## src/design/bbe_pkg.sv

```systemverilog
// ---------------------------------------------------------------------------
// bbe_pkg - shared types and constants
// Field widths, codes and the divider interface of the B-spline basis block.
// ---------------------------------------------------------------------------
package bbe_pkg;

  // item fields
  localparam int IDX_W   = 6;
  localparam int VAL_W   = 17;
  localparam int COORD_W = 32;
  localparam int SLOT_W  = 6;
  localparam int IN_DATA_W  = 40;   // slot + coordinate, padded to bytes
  localparam int OUT_DATA_W = 24;   // index + value, padded to bytes

  // configuration port
  localparam int CFG_IDX_W  = 2;
  localparam int CFG_DATA_W = 7;
  localparam int CNT_W      = 7;
  localparam int ORD_W      = 4;
  localparam logic [CFG_IDX_W-1:0] CFG_SAMPLE_COUNT = 2'd0;
  localparam logic [CFG_IDX_W-1:0] CFG_SPLINE_ORDER = 2'd1;

  // func codes
  localparam logic FUNC_STORE = 1'b0;
  localparam logic FUNC_EVAL  = 1'b1;

  localparam logic [VAL_W-1:0] UNIT = 17'd65536;

  // datapath widths: knots kept at twice their value
  localparam int KNOT_W = COORD_W + 1;
  localparam int DIFF_W = KNOT_W + 1;
  localparam int PROD_W = DIFF_W + VAL_W + 1;
  localparam int DEN_W  = DIFF_W;
  localparam int NQ_W   = PROD_W + 2;
  localparam int QUO_W  = NQ_W + 1;
  localparam int ACC_W  = QUO_W + 1;

  typedef struct packed {
    logic busy;
    logic done;
  } div_stat_t;

endpackage

```

## src/design/bbe_div.sv

```systemverilog
// ---------------------------------------------------------------------------
// bbe_div - rounding signed divider
// Restoring division, one quotient bit per cycle; rounds to nearest with
// ties away from zero.
// ---------------------------------------------------------------------------
module bbe_div (
  input  logic                              clk,
  input  logic                              rst,
  input  logic                              start,
  input  logic signed [bbe_pkg::PROD_W-1:0] num,
  input  logic signed [bbe_pkg::DEN_W-1:0]  den,
  output logic signed [bbe_pkg::QUO_W-1:0]  quo,
  output bbe_pkg::div_stat_t                stat
);
  import bbe_pkg::*;

  localparam int CW = $clog2(NQ_W + 1);

  logic signed [PROD_W:0] num_x;
  logic signed [DEN_W:0]  den_x;
  logic [PROD_W:0]        an;
  logic [DEN_W:0]         ad;
  logic [NQ_W-1:0]        nval;
  logic [DEN_W+1:0]       dval;
  logic [DEN_W+2:0]       sh;

  logic [NQ_W-1:0]  dvd;
  logic [DEN_W+1:0] dsr;
  logic [DEN_W+1:0] rem;
  logic             neg;
  logic [CW-1:0]    cnt;
  logic             busy;
  logic             done;

  always_comb begin
    num_x = (PROD_W+1)'(num);
    den_x = (DEN_W+1)'(den);
    an    = num_x[PROD_W] ? (PROD_W+1)'(-num_x) : num_x;
    ad    = den_x[DEN_W] ? (DEN_W+1)'(-den_x) : den_x;
    nval  = NQ_W'({an, 1'b0}) + NQ_W'(ad);
    dval  = {ad, 1'b0};
    sh    = {rem, dvd[NQ_W-1]};
  end

  always_ff @(posedge clk) begin
    if (rst) begin
      busy <= 1'b0;
      done <= 1'b0;
    end else begin
      // one-cycle pulse after the last quotient bit
      done <= busy && !start && (cnt == CW'(1));
      if (start) begin
        dvd  <= nval;
        dsr  <= dval;
        rem  <= '0;
        neg  <= num[PROD_W-1] ^ den[DEN_W-1];
        cnt  <= CW'(NQ_W);
        busy <= 1'b1;
      end else if (busy) begin
        if (sh >= {1'b0, dsr}) begin
          rem <= (DEN_W+2)'(sh - {1'b0, dsr});
          dvd <= {dvd[NQ_W-2:0], 1'b1};
        end else begin
          rem <= sh[DEN_W+1:0];
          dvd <= {dvd[NQ_W-2:0], 1'b0};
        end
        cnt <= cnt - CW'(1);
        if (cnt == CW'(1)) begin
          busy <= 1'b0;
        end
      end
    end
  end

  assign quo       = neg ? -$signed({1'b0, dvd}) : $signed({1'b0, dvd});
  assign stat.busy = busy;
  assign stat.done = done;

`ifndef SYNTHESIS
  a_no_restart: assert property (@(posedge clk) disable iff (rst) start |-> !busy)
    else $error("divider restarted while busy");
  a_done_ends: assert property (@(posedge clk) disable iff (rst) done |-> !busy)
    else $error("divider done while still busy");
  a_done_pulse: assert property (@(posedge clk) disable iff (rst) done |=> !done)
    else $error("divider done longer than one cycle");
`endif

endmodule
```

## config.mk

```make
export PLATFORM = sky130hd
export DESIGN_NAME = bbe_div
export DESIGN_NICKNAME = d
export VERILOG_FILES = /design/src/design/bbe_pkg.sv /design/src/design/bbe_div.sv
export SDC_FILE = /design/constraint.sdc
export NUM_CORES = 1
export LEC_CHECK = 0
export BUFFER_PORTS_ARGS = -buffer_cell sky130_fd_sc_hd__clkbuf_2
export CAP_MARGIN = 20
export CORE_UTILIZATION = 37
export DETAILED_ROUTE_END_ITERATION = 10
export MAX_ROUTING_LAYER = met4
export PLACE_DENSITY_LB_ADDON = 0.25
export SLEW_MARGIN = 20
export SYNTH_ARGS = -nofsm -noshare
export SYNTH_HDL_FRONTEND = slang
export SYNTH_SLANG_ARGS = --single-unit
```

## constraint.sdc

```tcl
create_clock -name clk -period 6.6 [get_ports clk]
set_input_delay 0.33 -clock clk [delete_from_list [all_inputs] [get_ports clk]]
set_output_delay 0.33 -clock clk [all_outputs]
set_load 0.02 [all_outputs]
```

==> metrics.txt <==
result of the run=finished, final reports clean; setup slack at placement=0.937 ns; count of different cell masters after synthesis=86; number of violations reported at the end of detailed-routing iteration 0=837; total core area=34,500 sq um; area fraction in compound gates after synthesis=0.221; number of flops mapped to enable cells by yosys=132; post-synthesis to final-layout area growth=13.7%; Worst Min Path Start=den[0]; Post-Synth Adder-Cell Area=0.0749; cts hold-fix bufs=0; final hold violation count=0; VDD IR max=139 uV; Max Fanout on Critical Path=16; number of search-and-repair iterations in the first detailed-routing pass=5; power density cells=240 nW/um^2; # rows=68; clock tree from TritonCTS=done; flops & latches, synth=134; number of port buffers=145; endpoint of the worst-slack reg-to-reg timing path=rem[30]$_SDFFCE_PP0P_; part of the Yosys area used for sequential elements=0.310; kind of end point of the critical path=flop; reg-to-reg setup timing slack=2.28 ns; number of buffers added by the clock tree synthesis step=17; Hold Path Depth=1; fraction of synthesized cell area taken by the top area cell type=0.307; Die Area=35,600 sq um; Synth Area in Simple Gates=0.197; initial core utilization=0.374; mean instance size in the synthesized netlist=8.74 sq um; number of remaining DRC errors=0; setup ws final=1.39 ns; setup clock skew after layout=0.0112 ns; average wire per standard cell=18.4 um; number of vias per cell after detailed routing=5.69; CTS root buffer=clkbuf_16; ordered cell list for the critical path=clkbuf_2 -> or4_1 -> nand4bb_1 -> nor2_1 -> nand2_1 -> or4_1 -> or3_1 -> o41ai_1 -> xnor2_1 -> ha_1 -> a21o_1 -> a21o_1 -> a21oi_1 -> nor2b_1 -> o21ai_0 -> nand2_1 -> a21oi_1 -> o31a_1 -> o21ai_0 -> a31o_2; number of placed instances, taps included=2,031; setup repair after global routing missed its margin=no; cell types with the highest counts after synthesis=xnor2_1 (151), nand2_1 (134), edfxtp_1 (132); overall via count from detail_route=11.7k; post-layout instance area=14,700 sq um; synth warn=0; family of cells with the greatest summed delay on the critical path=compound AO/OA/AOI/OAI gates; Post-DP HPWL=29.4 mm; buffers inserted by post-CTS timing repair=0; maximum frequency from static timing analysis=0.192 GHz; Static Leakage=5.67 nW; relative slew slack=0.305; Detailed Route WL=38.0 mm; most used standard cell by instance count after synthesis=xnor2_1; Pint=2.14 mW; P_sw=1.37 mW; synth top area cells=edfxtp_1 (31%), xnor2_1 (10%), ha_1 (7.2%); CTS clock-pin slew for the worst setup and hold paths=0.07 ns; final setup violation count=0; data required time at the worst endpoint=6.80 ns; multiplexer fraction of the synthesized cell area=0.0283; pin count of the biggest net entering global routing=65; total placed instance area=14,100 sq um; Max Root-Sink Buffers=2; worst-skew pair later-pin latency=0.45 ns; initial antenna violation count=1; part of the power in the clock network=0.265; deepest level of the CTS H-tree=4; via count of the first global-routing pass=11.1k; main combinational cell family by area after synthesis=compound AO/OA/AOI/OAI gates; Final period util=0.789; startpoint of the worst register-to-register path=dsr[1]$_DFFE_PP_; RD Place Congestion=0.943; Net count, final=1,761; number of max-cap violations=0; Syn Std Cell Area=12,900 sq um; Die X-Extent=189 um; share of cells above drive strength 1=0.160; Non-Filler Instances=2,065; number of routed nets with antenna violations=0; slew at the pin closest to its max-slew limit=1.02 ns; leading area contributor after synthesis=edfxtp_1; total count of max-transition violations in the final report=0; first-pass GRT wire length=60.4 mm; fraction of power spent switching nets=0.390; CP Buf/Inv Count=1; endpoint arrival time on the critical path=5.41 ns; xor-xnor portion of the synthesized cell area=0.126; number of gates resized after CTS=0; Crit path largest cell delay=0.57 ns; DIE HEIGHT=189 um; worst hold slack after final layout=0.121 ns; gr ovfl total=0; I/O pins=146; WHS Endpoint=dsr[1]$_DFFE_PP_; share of total power in sequential cells=0.326; Final TNS setup=0 ns; min Tclk post-route=5.21 ns; number of cells on the worst reg-to-reg path=13; Worst Hold Class=in -> reg; fraction of synthesis flops using an asynchronous set or reset pin=0; slowest stage cell on the critical path=or4_1; combinational group share of total power=0.409; most frequently used flop master after synthesis=edfxtp_1; GRT Total Usage=0.221; crit path kind=in -> reg; clk sinks=134; launching element type of the critical path=input port; post-synthesis instance total=1,476
-- cell families after synthesis --
kind of cell    count (synthesis)
compound gates                425
fa+ha+maj                      76
simple gates                  482
other cells                     1
mux                            34
xor+xnor                      185
buf+inv                       139
flops                         134
-- through the flow --
step,power [mW],util
3_3_place_gp,2.57,0.409
2_1_floorplan,2.19,-
3_5_place_dp,2.58,0.409
6_report,3.51,0.425
4_1_cts,3.52,0.425
5_1_grt,3.71,0.425
-- how the worst max path moves through the flow --
stage | from | to | cells past startpoint
floorplan | start | cnt[0]$_SDFFCE_PP0P_ | 4
global placement | den[7] | dvd[36]$_DFFE_PP_ | 20
detailed placement | den[7] | dvd[38]$_DFFE_PP_ | 20
CTS | den[7] | dvd[36]$_DFFE_PP_ | 20
global route | den[7] | dvd[38]$_DFFE_PP_ | 20
finish | den[7] | dvd[36]$_DFFE_PP_ | 20
-- worst register-to-register path: cells and delay by family, from the launching register on --
family | cells | cell delay (ns)
AOI/OAI and AO/OA | 8 | 2.13
adders and majority gates | 2 | 0.67
buffers and inverters | 1 | 0.30
DFF | 1 | 0.43
and+or+nand+nor | 2 | 0.64
-- power groups by stage --
stage | clock network [mW] | logic (mW) | registers [mW]
2_1_floorplan | 0 | 1.06 | 1.14
3_3_place_gp | 0 | 1.41 | 1.16
3_5_place_dp | 0 | 1.42 | 1.16
4_1_cts | 0.945 | 1.43 | 1.15
5_1_grt | 0.972 | 1.59 | 1.16
6_report | 0.932 | 1.43 | 1.14
-- sequential cells by signal, summed over array words and instances, names as in the netlist --
| name | count |
|---|---|
| neg | 1 |
| dvd | 54 |
| dsr | 35 |
| done | 1 |
| cnt | 6 |
| busy | 1 |
| rem | 36 |
-- final cells by class --
class / count / area [sq um]
Fill cell: 3432 / 19800
Sequential cell: 134 / 4000
Clock buffer: 17 / 425
Tap cell: 455 / 569
Timing Repair Buffer: 162 / 868
Clock inverter: 15 / 130
Multi-Input combinational cell: 1204 / 8370
Antenna cell: 1 / 2.50
Inverter: 77 / 289
-- routing by layer --
layer,track usage,up-vias,part of all wire
li1,-,5758,-
met1,0.287,5624,0.46
met2,0.363,307,0.48
met3,0.0205,55,0.036
met4,0.0651,0,0.021
met5,-,-,0
-- cell usage in the layout (no fill, tap or decap), types with 28 or more instances in the layout --
| cell | n |
|---|---|
| a21o_1 | 37 |
| or3_1 | 40 |
| o21ai_0 | 95 |
| a21oi_1 | 99 |
| o31ai_1 | 47 |
| xnor2_1 | 151 |
| xor2_1 | 34 |
| nor3_1 | 28 |
| clkbuf_2 | 144 |
| ha_1 | 74 |
| nand2_1 | 134 |
| nor2_1 | 86 |
| inv_1 | 77 |
| edfxtp_1 | 132 |
Note: power is estimated with default switching activity, not from simulation.
